===== src/rtl/vbt_pkg.sv =====
// package for the vario beep tone controller: constants, types and cadence helpers
package vbt_pkg;

    localparam int TIME_BITS_DEF = 32;
    localparam int EVAL_MS       = 180;
    localparam int ENTER_SAMPLES = 4;
    localparam int RATE_CAP_MMS  = 8000;
    localparam int SINK_SLOPE    = 30;
    localparam int SINK_FLOOR    = 120;

    // register indexes
    localparam logic [2:0] REG_CLIMB_START = 3'd0;
    localparam logic [2:0] REG_CLIMB_STOP  = 3'd1;
    localparam logic [2:0] REG_SINK_START  = 3'd2;
    localparam logic [2:0] REG_SINK_STOP   = 3'd3;
    localparam logic [2:0] REG_CLIMB_BASE  = 3'd4;
    localparam logic [2:0] REG_CLIMB_GAIN  = 3'd5;
    localparam logic [2:0] REG_SINK_BASE   = 3'd6;
    localparam logic [2:0] REG_SINK_EN     = 3'd7;

    localparam logic [1:0] MODE_SILENT = 2'd0;
    localparam logic [1:0] MODE_CLIMB  = 2'd1;
    localparam logic [1:0] MODE_SINK   = 2'd2;

    // classified item handed from the front part to the back part
    typedef struct packed {
        logic [1:0]  mode;       // mode after this item
        logic        changed;    // mode differs from the one before
        logic [12:0] rate;       // clamped rate magnitude for the active mode
        logic [31:0] now;        // timestamp, full width, masked in the back part
    } item_t;

    // cadence segment data: knot rate, span, period, period delta, duty, duty delta
    // beyond an end knot the segment is flat with a span of 1000 and zero deltas
    typedef struct packed {
        logic [12:0]        r0;
        logic [12:0]        span;
        logic [9:0]         p0;
        logic signed [9:0]  dp;
        logic [6:0]         u0;
        logic signed [6:0]  du;
    } seg_t;

    function automatic seg_t climb_seg(input logic [12:0] r);
        seg_t s;
        s = '0;
        if (r == 13'd0) begin
            s.span = 13'd1000; s.p0 = 10'd550; s.u0 = 7'd20;
        end else if (r <= 13'd500) begin
            s.r0 = 13'd0; s.span = 13'd500; s.p0 = 10'd550; s.dp = -10'sd70;
            s.u0 = 7'd20; s.du = 7'sd8;
        end else if (r <= 13'd1000) begin
            s.r0 = 13'd500; s.span = 13'd500; s.p0 = 10'd480; s.dp = -10'sd80;
            s.u0 = 7'd28; s.du = 7'sd10;
        end else if (r <= 13'd2000) begin
            s.r0 = 13'd1000; s.span = 13'd1000; s.p0 = 10'd400; s.dp = -10'sd100;
            s.u0 = 7'd38; s.du = 7'sd17;
        end else if (r <= 13'd3000) begin
            s.r0 = 13'd2000; s.span = 13'd1000; s.p0 = 10'd300; s.dp = -10'sd70;
            s.u0 = 7'd55; s.du = 7'sd13;
        end else if (r <= 13'd4000) begin
            s.r0 = 13'd3000; s.span = 13'd1000; s.p0 = 10'd230; s.dp = -10'sd50;
            s.u0 = 7'd68; s.du = 7'sd10;
        end else if (r <= 13'd5000) begin
            s.r0 = 13'd4000; s.span = 13'd1000; s.p0 = 10'd180; s.dp = -10'sd40;
            s.u0 = 7'd78; s.du = 7'sd10;
        end else begin
            s.span = 13'd1000; s.p0 = 10'd140; s.u0 = 7'd88;
        end
        return s;
    endfunction

    function automatic seg_t sink_seg(input logic [12:0] r);
        seg_t s;
        s = '0;
        if (r == 13'd0) begin
            s.span = 13'd1000; s.p0 = 10'd400; s.u0 = 7'd35;
        end else if (r <= 13'd1000) begin
            s.r0 = 13'd0; s.span = 13'd1000; s.p0 = 10'd400; s.dp = -10'sd80;
            s.u0 = 7'd35; s.du = 7'sd10;
        end else if (r <= 13'd2000) begin
            s.r0 = 13'd1000; s.span = 13'd1000; s.p0 = 10'd320; s.dp = -10'sd60;
            s.u0 = 7'd45; s.du = 7'sd10;
        end else if (r <= 13'd4000) begin
            s.r0 = 13'd2000; s.span = 13'd2000; s.p0 = 10'd260; s.dp = -10'sd60;
            s.u0 = 7'd55; s.du = 7'sd13;
        end else if (r <= 13'd6000) begin
            s.r0 = 13'd4000; s.span = 13'd2000; s.p0 = 10'd200; s.dp = -10'sd40;
            s.u0 = 7'd68; s.du = 7'sd12;
        end else begin
            s.span = 13'd1000; s.p0 = 10'd160; s.u0 = 7'd80;
        end
        return s;
    endfunction

endpackage


===== src/rtl/vbt_front.sv =====
// front part: register clamping, evaluation timing, mode tracking
module vbt_front
    import vbt_pkg::*;
#(
    parameter int TIME_BITS = TIME_BITS_DEF
) (
    input  logic               aclk,
    input  logic               aresetn,
    input  logic               in_valid,
    output logic               in_ready,
    input  logic [31:0]        now_ms,
    input  logic signed [15:0] vario_mms,
    input  logic [12:0]        climb_start,
    input  logic [12:0]        climb_stop,
    input  logic signed [13:0] sink_start,
    input  logic signed [13:0] sink_stop,
    input  logic               sink_en,
    output logic               q_valid,
    input  logic               q_ready,
    output item_t              q_item
);

    logic [TIME_BITS-1:0] last_eval_reg, last_eval_next;
    logic [1:0]           mode_reg, mode_next;
    logic [7:0]           ccnt_reg, ccnt_next, scnt_reg, scnt_next;

    logic [TIME_BITS-1:0] now_t, diff_t;
    logic                 due;
    logic signed [17:0]   v, cs, cst, ss, sst;
    logic                 ch;
    logic [12:0]          rate;

    assign in_ready = q_ready;
    assign q_valid  = in_valid;

    // clamped thresholds and evaluation timing
    always_comb begin
        v   = 18'(vario_mms);
        cs  = 18'(signed'({1'b0, climb_start}));
        if (cs < 18'sd150) cs = 18'sd150;
        if (cs > 18'sd5000) cs = 18'sd5000;
        cst = 18'(signed'({1'b0, climb_stop}));
        if (cst > cs - 18'sd30) cst = cs - 18'sd30;
        if (cst < 18'sd50) cst = 18'sd50;
        ss  = 18'(sink_start);
        if (ss < -18'sd8000) ss = -18'sd8000;
        if (ss > -18'sd400) ss = -18'sd400;
        sst = 18'(sink_stop);
        if (sst > -18'sd10) sst = -18'sd10;
        if (sst < ss) sst = ss;
        now_t  = TIME_BITS'(now_ms);
        diff_t = now_t - last_eval_reg;
        due    = diff_t >= TIME_BITS'(EVAL_MS);
    end

    // mode and entry counters
    always_comb begin
        last_eval_next = due ? now_t : last_eval_reg;
        mode_next = mode_reg;
        ccnt_next = ccnt_reg;
        scnt_next = scnt_reg;
        unique case (mode_reg)
            MODE_SILENT: begin
                if (due) begin
                    if (v >= cs) ccnt_next = (ccnt_reg == 8'hFF) ? ccnt_reg : ccnt_reg + 8'd1;
                    else ccnt_next = '0;
                    if (sink_en && v <= ss)
                        scnt_next = (scnt_reg == 8'hFF) ? scnt_reg : scnt_reg + 8'd1;
                    else scnt_next = '0;
                    if (ccnt_next >= 8'(ENTER_SAMPLES)) mode_next = MODE_CLIMB;
                    else if (scnt_next >= 8'(ENTER_SAMPLES)) mode_next = MODE_SINK;
                end
            end
            MODE_CLIMB: if (v <= cst) mode_next = MODE_SILENT;
            default:    if (v >= sst) mode_next = MODE_SILENT;
        endcase
        ch = mode_next != mode_reg;
        if (ch) begin
            ccnt_next = '0;
            scnt_next = '0;
        end
    end

    // rate magnitude for the tone and cadence
    always_comb begin
        rate = '0;
        if (mode_next == MODE_CLIMB) begin
            if (v > 18'sd8000) rate = 13'd8000;
            else if (v > 18'sd0) rate = v[12:0];
        end else begin
            if (v < -18'sd8000) rate = 13'd8000;
            else if (v < 18'sd0) rate = 13'(-v);
        end
        q_item.mode    = mode_next;
        q_item.changed = ch;
        q_item.rate    = rate;
        q_item.now     = now_ms;
    end

    always_ff @(posedge aclk) begin
        if (!aresetn) begin
            last_eval_reg <= '0;
            mode_reg      <= MODE_SILENT;
            ccnt_reg      <= '0;
            scnt_reg      <= '0;
        end else if (in_valid && q_ready) begin
            last_eval_reg <= last_eval_next;
            mode_reg      <= mode_next;
            ccnt_reg      <= ccnt_next;
            scnt_reg      <= scnt_next;
        end
    end

    assert property (@(posedge aclk) disable iff (!aresetn)
        mode_reg != 2'd3)
        else $error("front mode register holds an unused code");
    assert property (@(posedge aclk) disable iff (!aresetn)
        mode_reg != MODE_SILENT |-> ccnt_reg == 8'd0 && scnt_reg == 8'd0)
        else $error("entry counters not cleared in an active mode");

endmodule


===== src/rtl/vbt_queue.sv =====
// two-entry queue between front and back parts
module vbt_queue
    import vbt_pkg::*;
(
    input  logic  aclk,
    input  logic  aresetn,
    input  logic  wr_valid,
    output logic  wr_ready,
    input  item_t wr_item,
    output logic  rd_valid,
    input  logic  rd_ready,
    output item_t rd_item
);

    item_t      mem_reg [2];
    logic       wp_reg, rp_reg;
    logic [1:0] cnt_reg;
    logic       wr_en, rd_en;

    assign wr_ready = cnt_reg != 2'd2;
    assign rd_valid = cnt_reg != 2'd0;
    assign rd_item  = mem_reg[rp_reg];
    assign wr_en    = wr_valid && wr_ready;
    assign rd_en    = rd_valid && rd_ready;

    // storage
    always_ff @(posedge aclk) begin
        if (wr_en) mem_reg[wp_reg] <= wr_item;
    end

    // pointers and fill count
    always_ff @(posedge aclk) begin
        if (!aresetn) begin
            wp_reg  <= 1'b0;
            rp_reg  <= 1'b0;
            cnt_reg <= '0;
        end else begin
            if (wr_en) wp_reg <= ~wp_reg;
            if (rd_en) rp_reg <= ~rp_reg;
            cnt_reg <= cnt_reg + 2'(wr_en) - 2'(rd_en);
        end
    end

    assert property (@(posedge aclk) disable iff (!aresetn) cnt_reg <= 2'd2)
        else $error("queue overfilled");
    assert property (@(posedge aclk) disable iff (!aresetn)
        cnt_reg == 2'd0 || cnt_reg == 2'd2 |-> wp_reg == rp_reg)
        else $error("queue pointers disagree with fill count");

endmodule


===== src/rtl/vbt_back.sv =====
// back part: beep scheduler with tone and cadence computation
module vbt_back
    import vbt_pkg::*;
#(
    parameter int TIME_BITS = TIME_BITS_DEF
) (
    input  logic        aclk,
    input  logic        aresetn,
    input  logic        q_valid,
    output logic        q_ready,
    input  item_t       q_item,
    input  logic [11:0] climb_base,
    input  logic [9:0]  climb_gain,
    input  logic [10:0] sink_base,
    output logic        out_valid,
    input  logic        out_ready,
    output logic        tone_on,
    output logic [13:0] tone_freq,
    output logic [1:0]  tone_mode
);

    typedef enum logic [5:0] {
        ST_IDLE = 6'b000001,
        ST_MUL  = 6'b000010,
        ST_DIV  = 6'b000100,
        ST_ON   = 6'b001000,
        ST_FIN  = 6'b010000,
        ST_OUT  = 6'b100000
    } state_t;

    // rounded-up reciprocals of the constant divisors
    localparam logic [19:0] RECIP_125    = 20'd536871;     // 2^26 / 125
    localparam logic [20:0] RECIP_125_F  = 21'd1073742;    // 2^27 / 125
    localparam logic [29:0] RECIP_390625 = 30'd720575941;  // 2^48 / 390625

    state_t               state_reg, state_next;
    item_t                it_reg;
    logic [TIME_BITS-1:0] next_beep_reg, beep_stop_reg;
    logic                 run_reg;
    logic [13:0]          freq_reg;
    logic                 o_on_reg;
    logic [13:0]          o_freq_reg;
    logic [1:0]           o_mode_reg;

    // cadence datapath registers
    seg_t                 seg_reg;
    logic [19:0]          pn_reg;     // P = p0*D + dp*d, always positive
    logic [17:0]          un_reg;     // U = u0*D + du*d
    logic [19:0]          fq_reg;     // rate*gain / 8, or rate*SINK_SLOPE / 8 in sink mode
    logic [37:0]          pu_reg;     // P*U
    logic [13:0]          quo_reg;    // rate*gain / 1000, or rate*SINK_SLOPE / 1000 in sink mode
    logic [13:0]          fcalc_reg;
    logic [9:0]           per_reg;
    logic [9:0]           on_reg;

    logic [TIME_BITS-1:0] now_t;
    logic                 start;
    seg_t                 seg_c;
    logic signed [24:0]   pn_c;
    logic signed [18:0]   un_c;
    logic [22:0]          fprod;
    logic [11:0]          cb;
    logic [9:0]           cg;
    logic [10:0]          sb;
    logic [17:0]          per_x;
    logic [27:0]          on_x;
    logic [37:0]          per_prod;
    logic [57:0]          on_prod;
    logic [40:0]          quo_prod;

    assign now_t   = TIME_BITS'(it_reg.now);
    assign q_ready = state_reg == ST_IDLE && !out_valid;
    assign start   = it_reg.mode != MODE_SILENT &&
                     (it_reg.changed || (!run_reg && now_t >= next_beep_reg));

    // clamped tone registers, segment lookup and products
    always_comb begin
        cb = climb_base;
        if (cb < 12'd400) cb = 12'd400;
        if (cb > 12'd2500) cb = 12'd2500;
        cg = climb_gain;
        if (cg < 10'd50) cg = 10'd50;
        if (cg > 10'd1000) cg = 10'd1000;
        sb = sink_base;
        if (sb < 11'd150) sb = 11'd150;
        if (sb > 11'd1200) sb = 11'd1200;
        seg_c = (it_reg.mode == MODE_CLIMB) ? climb_seg(it_reg.rate) : sink_seg(it_reg.rate);
        pn_c  = 25'(signed'({1'b0, seg_c.p0})) * 25'(signed'({1'b0, seg_c.span}))
              + 25'(seg_c.dp) * 25'(signed'({1'b0, it_reg.rate - seg_c.r0}));
        un_c  = 19'(signed'({1'b0, seg_c.u0})) * 19'(signed'({1'b0, seg_c.span}))
              + 19'(seg_c.du) * 19'(signed'({1'b0, it_reg.rate - seg_c.r0}));
        fprod = (it_reg.mode == MODE_CLIMB) ? 23'(it_reg.rate) * 23'(cg)
                                             : 23'(it_reg.rate) * 23'(SINK_SLOPE);
    end

    // span 500/1000/2000 is 125 times a power of two, and span squared times 100 is 390625 times one
    always_comb begin
        unique case (seg_reg.span)
            13'd500: begin
                per_x = 18'(pn_reg >> 2);
                on_x  = 28'(pu_reg >> 6);
            end
            13'd2000: begin
                per_x = 18'(pn_reg >> 4);
                on_x  = 28'(pu_reg >> 10);
            end
            default: begin
                per_x = 18'(pn_reg >> 3);
                on_x  = 28'(pu_reg >> 8);
            end
        endcase
        per_prod = 38'(per_x) * 38'(RECIP_125);
        on_prod  = 58'(on_x) * 58'(RECIP_390625);
        quo_prod = 41'(fq_reg) * 41'(RECIP_125_F);
    end

    always_comb begin
        state_next = state_reg;
        unique case (state_reg)
            ST_IDLE: if (q_valid && q_ready) state_next = ST_MUL;
            ST_MUL:  state_next = start ? ST_DIV : ST_FIN;
            ST_DIV:  state_next = ST_ON;
            ST_ON:   state_next = ST_FIN;
            ST_FIN:  state_next = ST_OUT;
            default: state_next = ST_IDLE;
        endcase
    end

    always_ff @(posedge aclk) begin
        if (!aresetn) state_reg <= ST_IDLE;
        else          state_reg <= state_next;
    end

    // datapath: products, then reciprocal multiplies for period, on time and tone
    always_ff @(posedge aclk) begin
        unique case (state_reg)
            ST_IDLE: if (q_valid && q_ready) it_reg <= q_item;
            ST_MUL: begin
                seg_reg <= seg_c;
                pn_reg  <= pn_c[19:0];
                un_reg  <= un_c[17:0];
                fq_reg  <= fprod[22:3];
            end
            ST_DIV: begin
                pu_reg  <= 38'(pn_reg) * 38'(un_reg);
                per_reg <= per_prod[35:26];
                quo_reg <= quo_prod[40:27];
            end
            ST_ON: begin
                on_reg <= on_prod[57:48];
                if (it_reg.mode == MODE_CLIMB)
                    fcalc_reg <= 14'(cb) + quo_reg;
                else if (quo_reg + 14'(SINK_FLOOR) > 14'(sb))
                    fcalc_reg <= 14'(SINK_FLOOR);
                else
                    fcalc_reg <= 14'(sb) - quo_reg;
            end
            default: ;
        endcase
    end

    // beep state update and result register
    always_ff @(posedge aclk) begin
        if (!aresetn) begin
            next_beep_reg <= '0;
            beep_stop_reg <= '0;
            run_reg       <= 1'b0;
            freq_reg      <= '0;
            out_valid     <= 1'b0;
        end else begin
            if (out_valid && out_ready) out_valid <= 1'b0;
            if (state_reg == ST_FIN) begin
                logic                 run_n;
                logic [TIME_BITS-1:0] stop_n, nxt_n;
                logic [13:0]          f_n;
                run_n  = it_reg.changed ? 1'b0 : run_reg;
                stop_n = it_reg.changed ? '0 : beep_stop_reg;
                nxt_n  = it_reg.changed ? '0 : next_beep_reg;
                f_n    = it_reg.changed ? '0 : freq_reg;
                if (it_reg.mode == MODE_SILENT) begin
                    run_n = 1'b0;
                    f_n   = '0;
                end else begin
                    if (!run_n && now_t >= nxt_n) begin
                        run_n  = 1'b1;
                        f_n    = fcalc_reg;
                        stop_n = now_t + TIME_BITS'(on_reg);
                        nxt_n  = now_t + TIME_BITS'(per_reg);
                    end
                    if (run_n && now_t >= stop_n) run_n = 1'b0;
                end
                run_reg       <= run_n;
                freq_reg      <= f_n;
                beep_stop_reg <= stop_n;
                next_beep_reg <= nxt_n;
                o_on_reg      <= run_n;
                o_freq_reg    <= f_n;
                o_mode_reg    <= it_reg.mode;
                out_valid     <= 1'b1;
            end
        end
    end

    assign tone_on   = o_on_reg;
    assign tone_freq = o_freq_reg;
    assign tone_mode = o_mode_reg;

    assert property (@(posedge aclk) disable iff (!aresetn) $onehot(state_reg))
        else $error("back state not one-hot");
    assert property (@(posedge aclk) disable iff (!aresetn)
        out_valid && tone_mode == MODE_SILENT |-> !tone_on && tone_freq == '0)
        else $error("tone active in silent mode");

endmodule


===== src/rtl/vario_beep_tone_controller.sv =====
// top level of the vario beep tone controller
//  channel | direction | handshake         | payload
//  s_      | in        | s_tvalid/s_tready | tdata: now_ms[31:0], vario_mms[47:32]
//  m_      | out       | m_tvalid/m_tready | tdata: tone_on[0], tone_freq_hz[14:1],
//          |           |                   |        tone_mode[16:15]
//  cfg     | in        | cfg_wr_en         | cfg_index, cfg_wdata
// the back part steps each item through its idle, multiply, finish and output states, and
// when a beep starts also through the divide and on states for the reciprocal multiplies
// while m_tready stays low with a result waiting, the back part takes no new item
// reset is synchronous, active low; configuration registers reset to their default values
// a two-entry queue lets the front accept while the back works or m_ stalls
module vario_beep_tone_controller
    import vbt_pkg::*;
#(
    parameter int TIME_BITS = TIME_BITS_DEF
) (
    input  logic        aclk,
    input  logic        aresetn,
    input  logic        s_tvalid,
    output logic        s_tready,
    input  logic [47:0] s_tdata,   // now_ms, vario_mms
    output logic        m_tvalid,
    input  logic        m_tready,
    output logic [23:0] m_tdata,   // tone_on, tone_freq_hz, tone_mode, zero fill
    input  logic        cfg_wr_en,
    input  logic [2:0]  cfg_index,
    input  logic [13:0] cfg_wdata
);

    logic [12:0] climb_start_reg, climb_stop_reg;
    logic [13:0] sink_start_reg, sink_stop_reg;
    logic [11:0] climb_base_reg;
    logic [9:0]  climb_gain_reg;
    logic [10:0] sink_base_reg;
    logic        sink_en_reg;

    // configuration registers
    always_ff @(posedge aclk) begin
        if (!aresetn) begin
            climb_start_reg <= 13'd200;
            climb_stop_reg  <= 13'd80;
            sink_start_reg  <= -14'sd600;
            sink_stop_reg   <= -14'sd200;
            climb_base_reg  <= 12'd1100;
            climb_gain_reg  <= 10'd280;
            sink_base_reg   <= 11'd240;
            sink_en_reg     <= 1'b1;
        end else if (cfg_wr_en) begin
            unique case (cfg_index)
                REG_CLIMB_START: climb_start_reg <= cfg_wdata[12:0];
                REG_CLIMB_STOP:  climb_stop_reg  <= cfg_wdata[12:0];
                REG_SINK_START:  sink_start_reg  <= cfg_wdata;
                REG_SINK_STOP:   sink_stop_reg   <= cfg_wdata;
                REG_CLIMB_BASE:  climb_base_reg  <= cfg_wdata[11:0];
                REG_CLIMB_GAIN:  climb_gain_reg  <= cfg_wdata[9:0];
                REG_SINK_BASE:   sink_base_reg   <= cfg_wdata[10:0];
                REG_SINK_EN:     sink_en_reg     <= cfg_wdata[0];
                default: ;
            endcase
        end
    end

    logic  fq_valid, fq_ready, qb_valid, qb_ready;
    item_t fq_item, qb_item;
    logic        t_on;
    logic [13:0] t_freq;
    logic [1:0]  t_mode;

    vbt_front #(.TIME_BITS(TIME_BITS)) u_front (
        .aclk, .aresetn,
        .in_valid(s_tvalid), .in_ready(s_tready),
        .now_ms(s_tdata[31:0]), .vario_mms(s_tdata[47:32]),
        .climb_start(climb_start_reg), .climb_stop(climb_stop_reg),
        .sink_start(sink_start_reg), .sink_stop(sink_stop_reg),
        .sink_en(sink_en_reg),
        .q_valid(fq_valid), .q_ready(fq_ready), .q_item(fq_item)
    );

    vbt_queue u_queue (
        .aclk, .aresetn,
        .wr_valid(fq_valid), .wr_ready(fq_ready), .wr_item(fq_item),
        .rd_valid(qb_valid), .rd_ready(qb_ready), .rd_item(qb_item)
    );

    vbt_back #(.TIME_BITS(TIME_BITS)) u_back (
        .aclk, .aresetn,
        .q_valid(qb_valid), .q_ready(qb_ready), .q_item(qb_item),
        .climb_base(climb_base_reg), .climb_gain(climb_gain_reg),
        .sink_base(sink_base_reg),
        .out_valid(m_tvalid), .out_ready(m_tready),
        .tone_on(t_on), .tone_freq(t_freq), .tone_mode(t_mode)
    );

    assign m_tdata = {7'd0, t_mode, t_freq, t_on};

endmodule

===== config.mk =====
export PLATFORM = sky130hd
export DESIGN_NAME = vario_beep_tone_controller
export DESIGN_NICKNAME = d
export VERILOG_FILES = /design/src/rtl/vbt_pkg.sv /design/src/rtl/vbt_front.sv /design/src/rtl/vbt_queue.sv /design/src/rtl/vbt_back.sv /design/src/rtl/vario_beep_tone_controller.sv
export SDC_FILE = /design/constraint.sdc
export NUM_CORES = 2
export LEC_CHECK = 0
export ABC_AREA = 1
export BUFFER_PORTS_ARGS = -buffer_cell sky130_fd_sc_hd__buf_2
export CAP_MARGIN = 0
export CORE_MARGIN = 5
export CORE_UTILIZATION = 62
export CTS_BUF_LIST = sky130_fd_sc_hd__clkbuf_8
export CTS_CLUSTER_DIAMETER = 100
export DETAILED_ROUTE_END_ITERATION = 12
export GPL_ROUTABILITY_DRIVEN = 0
export HOLD_SLACK_MARGIN = 0.02
export MAX_ROUTING_LAYER = met4
export PLACE_DENSITY = 0.75
export SETUP_SLACK_MARGIN = 0.4
export SYNTH_ARGS = -nofsm -noshare
export SYNTH_HDL_FRONTEND = slang
export SYNTH_SLANG_ARGS = --single-unit

===== constraint.sdc =====
create_clock -name aclk -period 14.3 [get_ports aclk]
set_input_delay 0.715 -clock aclk [delete_from_list [all_inputs] [get_ports aclk]]
set_output_delay 0.715 -clock aclk [all_outputs]
set_load 0.1 [all_outputs]

Word level (Yosys, flattened, before mapping)
Memories as Yosys holds them, arrays and structs flattened. A register that Yosys moved wholly into a read port is not among the register bits.
Index checks and enable logic that the tools add are counted.

word-level totals
  flip-flop bits (word level) = 402
  latch bits = 0
  RAM bits = 96
  memory bits (read-only) = 0
  input bits = 70
  word-level logic and storage cells = 253
  memories = 1

memory list
  memory           words  bits a word  rd ports  clocked after memory_dff  wr ports  line             text
  u_queue.mem_reg  2      48           1         1                         1         vbt_queue.sv:15  item_t mem_reg [2];

cells by class
  $add $sub $neg = 15
  multiply operators = 10
  divide/modulo/power cells = 0
  $lt $le $gt $ge = 36
  equal/unequal tests = 22
  shift-type cells = 0
  muxes and demuxes = 99
  bitwise operators = 2
  reductions and logical operators = 34

operator list
  operator                                                                  count
  60-bit two-way mux                                                        7
  32-bit two-way mux                                                        9
  18-bit two-way mux                                                        7
  59-bit two-way mux                                                        2
  13-bit two-way mux                                                        9
  8-bit two-way mux                                                         14
  32-bit >= comparator                                                      3
  14-bit two-way mux                                                        5
  32-bit by 10-bit adder with 32-bit output                                 2
  10-bit two-way mux                                                        6
  28-bit by 30-bit multiplier with 58-bit output (second input constant)    1
  28-bit case mux with 2 select lines                                       1
  12-bit two-way mux                                                        4
  23-bit two-way mux                                                        2
  20-bit by 20-bit multiplier with 40-bit output (second input constant)    1
  20-bit by 18-bit multiplier with 38-bit output                            1
  16-bit by 18-bit <= comparator with 1-bit output                          2
  18-bit by 20-bit multiplier with 36-bit output (second input constant)    1
  18-bit case mux with 2 select lines                                       1
  32-bit by 8-bit >= comparator with 1-bit output (second input constant)   1
  32-bit subtractor                                                         1
  6-bit case mux with 5 select lines                                        1
  7-bit two-way mux                                                         4
  13-bit by 12-bit <= comparator with 1-bit output (second input constant)  2
  75 further kinds                                                          131

Longest topological paths before layout
  depth in word-level cells = 17
  depth in mapped cells = 51

Cells and area by module
A second synthesis with hierarchy kept.

unflattened totals
  cell total of the unflattened synthesis = 10457
  area total of the unflattened synthesis = 86086.3 um2

by module, submodules not included
  module                      instances  cells each  area an instance (um2)  sequential area each (um2)
  vbt_back                    1          8208        69751.9                 7967.6
  vbt_front                   1          1580        9069.9                  1001.0
  vbt_queue                   1          185         3782.4                  2982.9
  vario_beep_tone_controller  1          484         3482.1                  1761.7

Worst setup path after synthesis
No wires, ideal clock.

  kind = flip-flop to flip-flop
  start = register u_back.it_reg[33] in the netlist's numbering
  end = register u_back.pn_reg[19], data pin
  arrival = 9.003 ns
  required time = 14.041 ns
  slack = 5.037 ns
  stages on the path, launching flop included = 40
  buffers on the path = 2
  period minus slack after synthesis = 9.263 ns
  path through = edfxtp_1 > clkbuf_1 > clkinv_1 > clkbuf_1 > ha_1 > nand4_1 > nor4_2 > nor2_1 > inv_1 > nor2_1 > inv_2 > nor2_1 > ha_1 > fa_1 > or2_4 > a22oi_4 > xor2_1 > clkinv_1 > [... 4 more ...] > fa_1 > inv_1 > fa_1 > fa_1 > fa_1 > fa_1 > ha_1 > nand2_1 > o21ai_0 > a21oi_1 > o21bai_1 > a21o_1 > a21oi_1 > o21ai_0 > nand2_1 > nand2_1 > a21oi_1 > xnor2_1

between the ends
  cells in the longest elaborated chain, start to end = 12
  elaborated cells between the ends (all ways) = 33
  classes of those cells = add/sub: 2; mul: 2; order compare: 7; mux: 21; reduce/logical: 1

RTL lines
  element                                         line             text
  start, declared                                 vbt_back.sv:37   item_t it_reg;
  start signal, assigned                          vbt_back.sv:137  ST_IDLE: if (q_valid && q_ready) it_reg <= q_item;
  13-bit <= comparator                            vbt_pkg.sv:64    end else if (r <= 13'd5000) begin
  12-bit two-way mux                              vbt_pkg.sv:64
  59-bit two-way mux                              vbt_pkg.sv:61    end else if (r <= 13'd4000) begin
  60-bit two-way mux                              vbt_pkg.sv:58    end else if (r <= 13'd3000) begin
  60-bit two-way mux                              vbt_pkg.sv:55    end else if (r <= 13'd2000) begin
  60-bit two-way mux                              vbt_pkg.sv:52    end else if (r <= 13'd1000) begin
  60-bit two-way mux                              vbt_pkg.sv:49    end else if (r <= 13'd500) begin
  13-bit two-way mux                              vbt_pkg.sv:47    if (r == 13'd0) begin
  60-bit two-way mux                              vbt_back.sv:87   seg_c = (it_reg.mode == MODE_CLIMB) ? climb_seg(it_reg.rate) : sink_seg(it_reg.rate);
  13-bit subtractor                               vbt_back.sv:89   + 25'(seg_c.dp) * 25'(signed'({1'b0, it_reg.rate - seg_c.r0}));
  10-bit by 14-bit multiplier with 20-bit output  vbt_back.sv:89
  20-bit adder *                                  vbt_back.sv:89
  named net u_back.pn_c[19]                       vbt_back.sv:59   logic signed [24:0] pn_c;
  end signal, assigned                            vbt_back.sv:140  pn_reg <= pn_c[19:0];
  end, declared                                   vbt_back.sv:47   logic [19:0] pn_reg;

Mark *: on every way through the listed nets, which the timed path passes. The rest lies on a longest branch.
A chain may end at the register's enable or synchronous reset.

Worst setup path after layout
  start = register u_back.it_reg[32] in the netlist's numbering
  end = register u_back.pn_reg[19], data pin

The elaborated chain is that of the path after synthesis.

==> impl_results.rst <==
.. list-table::
   :header-rows: 1

   * - Metric
     - Value
   * - Post-detailed-route DRC marker count
     - 0
   * - CP required
     - about 15 ns
   * - Post-layout min period
     - roughly 11 ns
   * - Post-Route WL
     - between 200000 and 250000 um
   * - Post-synth EDFFs
     - between 300 and 400
   * - Final net count
     - 12.7k
   * - Highest metal layer with signal wires
     - met4
   * - Compound-Gate Fraction of Synth Area
     - 0.0887
   * - CTS Hold Bufs
     - 0
   * - Width of the die
     - ~380 um
   * - Crit Reg-Reg Startpoint
     - u_back.it_reg[32]
   * - Number of pins exceeding their max-slew limit in the final report
     - 0
   * - CTS tree
     - built
   * - Endpoint class of the critical path
     - flop
   * - Syn avg cell area
     - ~8.3 um2
   * - Flip-flop count of the largest register after layout
     - 96
   * - Dominant synthesized flop cell
     - edfxtp_1
   * - Synth unique cells
     - 80
   * - Initial detailed-routing violation count
     - slightly above 5k
   * - Launch point of the worst path
     - u_back.it_reg[32]
   * - Total length of routed met3 wires
     - ~18000 um
   * - Overall routing resource usage
     - 0.331
   * - CTS buffer count
     - a little over 90
   * - Actual transition at the worst max-transition pin
     - 1.19 ns
   * - Flops & latches, synth
     - 532
   * - Cells after Synth
     - ~10k
   * - Layout cells sized above 1
     - 0.0406
   * - Post-CTS setup-driven buffer insertion count
     - 0
   * - Class of the most critical setup path
     - reg -> reg
   * - Maximum number of pins on one net before global-route repair
     - 94
   * - Wire length of the first global-routing pass
     - 367000 um
   * - Area added between synthesis and finish
     - 5.11%
   * - Slack of the critical path
     - ~3.1 ns
   * - Number of setup violations in the final report
     - 0
   * - Initial antenna violation count
     - 5
   * - Detailed-route via count
     - 68.7k
   * - Netlist area before placement
     - about 0.084 mm2
   * - Synth top area cells
     - fa_1 (27%), ha_1 (19%), edfxtp_1 (11%)
   * - Capturing instance or port of the critical path
     - u_back.pn_reg[19]
   * - Share of synthesized cell area in full adder, half adder and majority cells
     - 0.458
   * - Cells resized by post-CTS repair
     - 0
   * - CP startpoint kind
     - flop
   * - Residual antenna-violating net count after detailed routing
     - 0
   * - Worst hold margin
     - 0.0957 ns
   * - Clock Skew
     - 0.0856 ns
   * - Library cell with the highest instance count after synthesis
     - inv_1
   * - CTS H-Tree Depth
     - 3
   * - Synth Area in XOR/XNOR
     - 0.0234
   * - Root Buffer Master
     - clkbuf_8
   * - Number of detailed-route iterations in the first pass
     - 9
   * - Max_cap viols
     - 0
   * - Cell with the largest stage delay on the worst path
     - edfxtp_1
   * - Library cell appearing most often on the critical path
     - fa_1
   * - Setup TNS
     - 0 ns
   * - Setup slack at placement
     - approximately 3.4 ns
   * - Final Hold Vio Count
     - 0
   * - Maximum buffer depth of the clock tree
     - 3
   * - Port-buffer cells
     - 88
   * - Status
     - completed
   * - # clock sinks
     - approximately 530
   * - HPWL after detailed placement
     - 184000 um
   * - Wire length the detailed router placed on met1
     - roughly 90000 um
   * - Fill cell count
     - 11.3k
   * - Slowest Stage Delay on Critical Path
     - 0.61 ns
   * - Dominant cell type by area after synthesis
     - fa_1
   * - Post-detailed-route wirelength per cell
     - ~19 um
   * - Dominant combinational cell family by area after synthesis
     - adder cells
   * - Routed met2 length
     - ~100000 um
   * - Effective utilization at floorplan
     - 0.623
   * - Via-per-instance ratio
     - roughly 5.7
   * - Max Freq
     - a little under 90 MHz
   * - CP max FO
     - 16
   * - Setup slack of the worst register-to-register path
     - slightly above 3 ns
   * - Endpoint of the lowest-slack register-to-register path
     - u_back.pn_reg[19]
   * - Yosys warning count
     - 0
   * - Hold/Removal Path Class
     - in -> reg
   * - Area fraction in and, or, nand and nor cells after synthesis
     - 0.148
   * - Number of cells on the worst hold path
     - 1
   * - Die ar.
     - between 0.1 and 0.15 mm2
   * - Share of the synthesized area in the top cell type
     - 0.268
   * - Top-level I/O count
     - between 90 and 100
   * - Core Footprint
     - between 0.1 and 0.15 mm2
   * - FFs w/ async S/R, synth
     - 0
   * - Insertion delay to the later sink of the worst-skew pair
     - roughly 0.84 ns
   * - Worst slew margin
     - 0.198
   * - Clock transition at path regs
     - approximately 0.070 ns
   * - Top post-synthesis cells by count
     - inv_1 (2340), nand2_1 (1770), ha_1 (1281)
   * - Period utilization
     - 0.786
   * - Total number of placement rows
     - between 100 and 150
   * - Fraction of synthesized area in multiplexers
     - 0
   * - Height of the die
     - 378 um
   * - Overflow after GRT
     - 0
   * - Final core utilization
     - 0.655
   * - Number of cells on the worst reg-to-reg path
     - 37
   * - Post-synthesis sequential area ratio
     - 0.163
   * - RSZ-0062 raised after global routing
     - false
   * - Data arrival time of the critical path
     - between 10 and 15 ns
   * - Number of global-route vias before repair
     - 70.7k
[layout make-up]
type / instances / area, um2 / area share
Multi-Input combinational cell: 7039 / 60600 / 0.685
Sequential cell: 532 / 13700 / 0.155
Inverter: 2374 / 8910 / 0.101
Tap cell: 1781 / 2230 / 0.0252
Clock buffer: 99 / 1360 / 0.0154
Timing Repair Buffer: 153 / 931 / 0.0105
Clock inverter: 72 / 687 / 0.00776
Antenna cell: 8 / 20.0 / 0.000226
[logic make-up (layout without fill, tap and decap cells)]
group           Yosys count  after routing
buf+inv                2635           2698
other cells               2             32
fa+ha+maj              2408           2408
xor+xnor                220            220
flops                   532            532
simple gates           3048           3048
compound gates         1339           1339
[layer usage]
layer	up-vias	GRT usage
li1	31900	-
met1	33000	0.407
met2	2919	0.528
met3	842	0.0536
met4	0	0.174
met5	-	-
[cell usage in the layout, fill, tap and decap left out, types with 21 or more instances in the layout]
master / count
a21o_1: 25
a21oi_1: 579
a31oi_1: 55
buf_2: 87
buf_4: 66
clkbuf_8: 99
conb_1: 24
dfxtp_1: 227
edfxtp_1: 304
fa_1: 1127
ha_1: 1281
inv_1: 2366
inv_2: 31
nand2_1: 1770
nand3_1: 268
nand4_1: 71
nor2_1: 739
nor3_1: 71
nor4_1: 26
o211ai_1: 47
o21ai_0: 420
o21ai_1: 21
o21bai_1: 21
o22ai_1: 61
or2_2: 26
xnor2_1: 65
xor2_1: 152
[worst max-delay path: cells and delay by family, from the launching register on]
kind / cells / cell delay [ns]
AOI/OAI and AO/OA: 8 / 1.39
xor gates and xnor gates: 2 / 0.69
adders and majority gates: 11 / 4.78
buffers and inverters: 6 / 1.65
DFF: 1 / 0.61
and+or+nand+nor: 10 / 1.82
[worst min-delay path by stage]
stage | startpoint | to | slack, ns
floorplan | sink_stop_reg[13] | sink_stop_reg[13] | 0.43
global placement | u_front.last_eval_reg[27] | u_front.last_eval_reg[27] | 0.44
detailed placement | u_front.last_eval_reg[6] | u_front.last_eval_reg[6] | 0.45
CTS | s_tdata[22] | u_queue.mem_reg[1][22] | 0.02
global route | s_tdata[21] | u_queue.mem_reg[1][21] | 0.06
finish | s_tdata[22] | u_queue.mem_reg[1][22] | 0.1
[metrics by stage]
step	instance area (um2)	std cells
4_1_cts	88500	12100
5_1_grt	88500	12100
3_3_place_gp	86400	11900
6_report	88500	12100
2_1_floorplan	84300	10200
3_5_place_dp	86400	11900
Power is left out: the tool's default activity adds up to more than one toggle a clock period on the data nets, which glitch-free logic cannot reach.
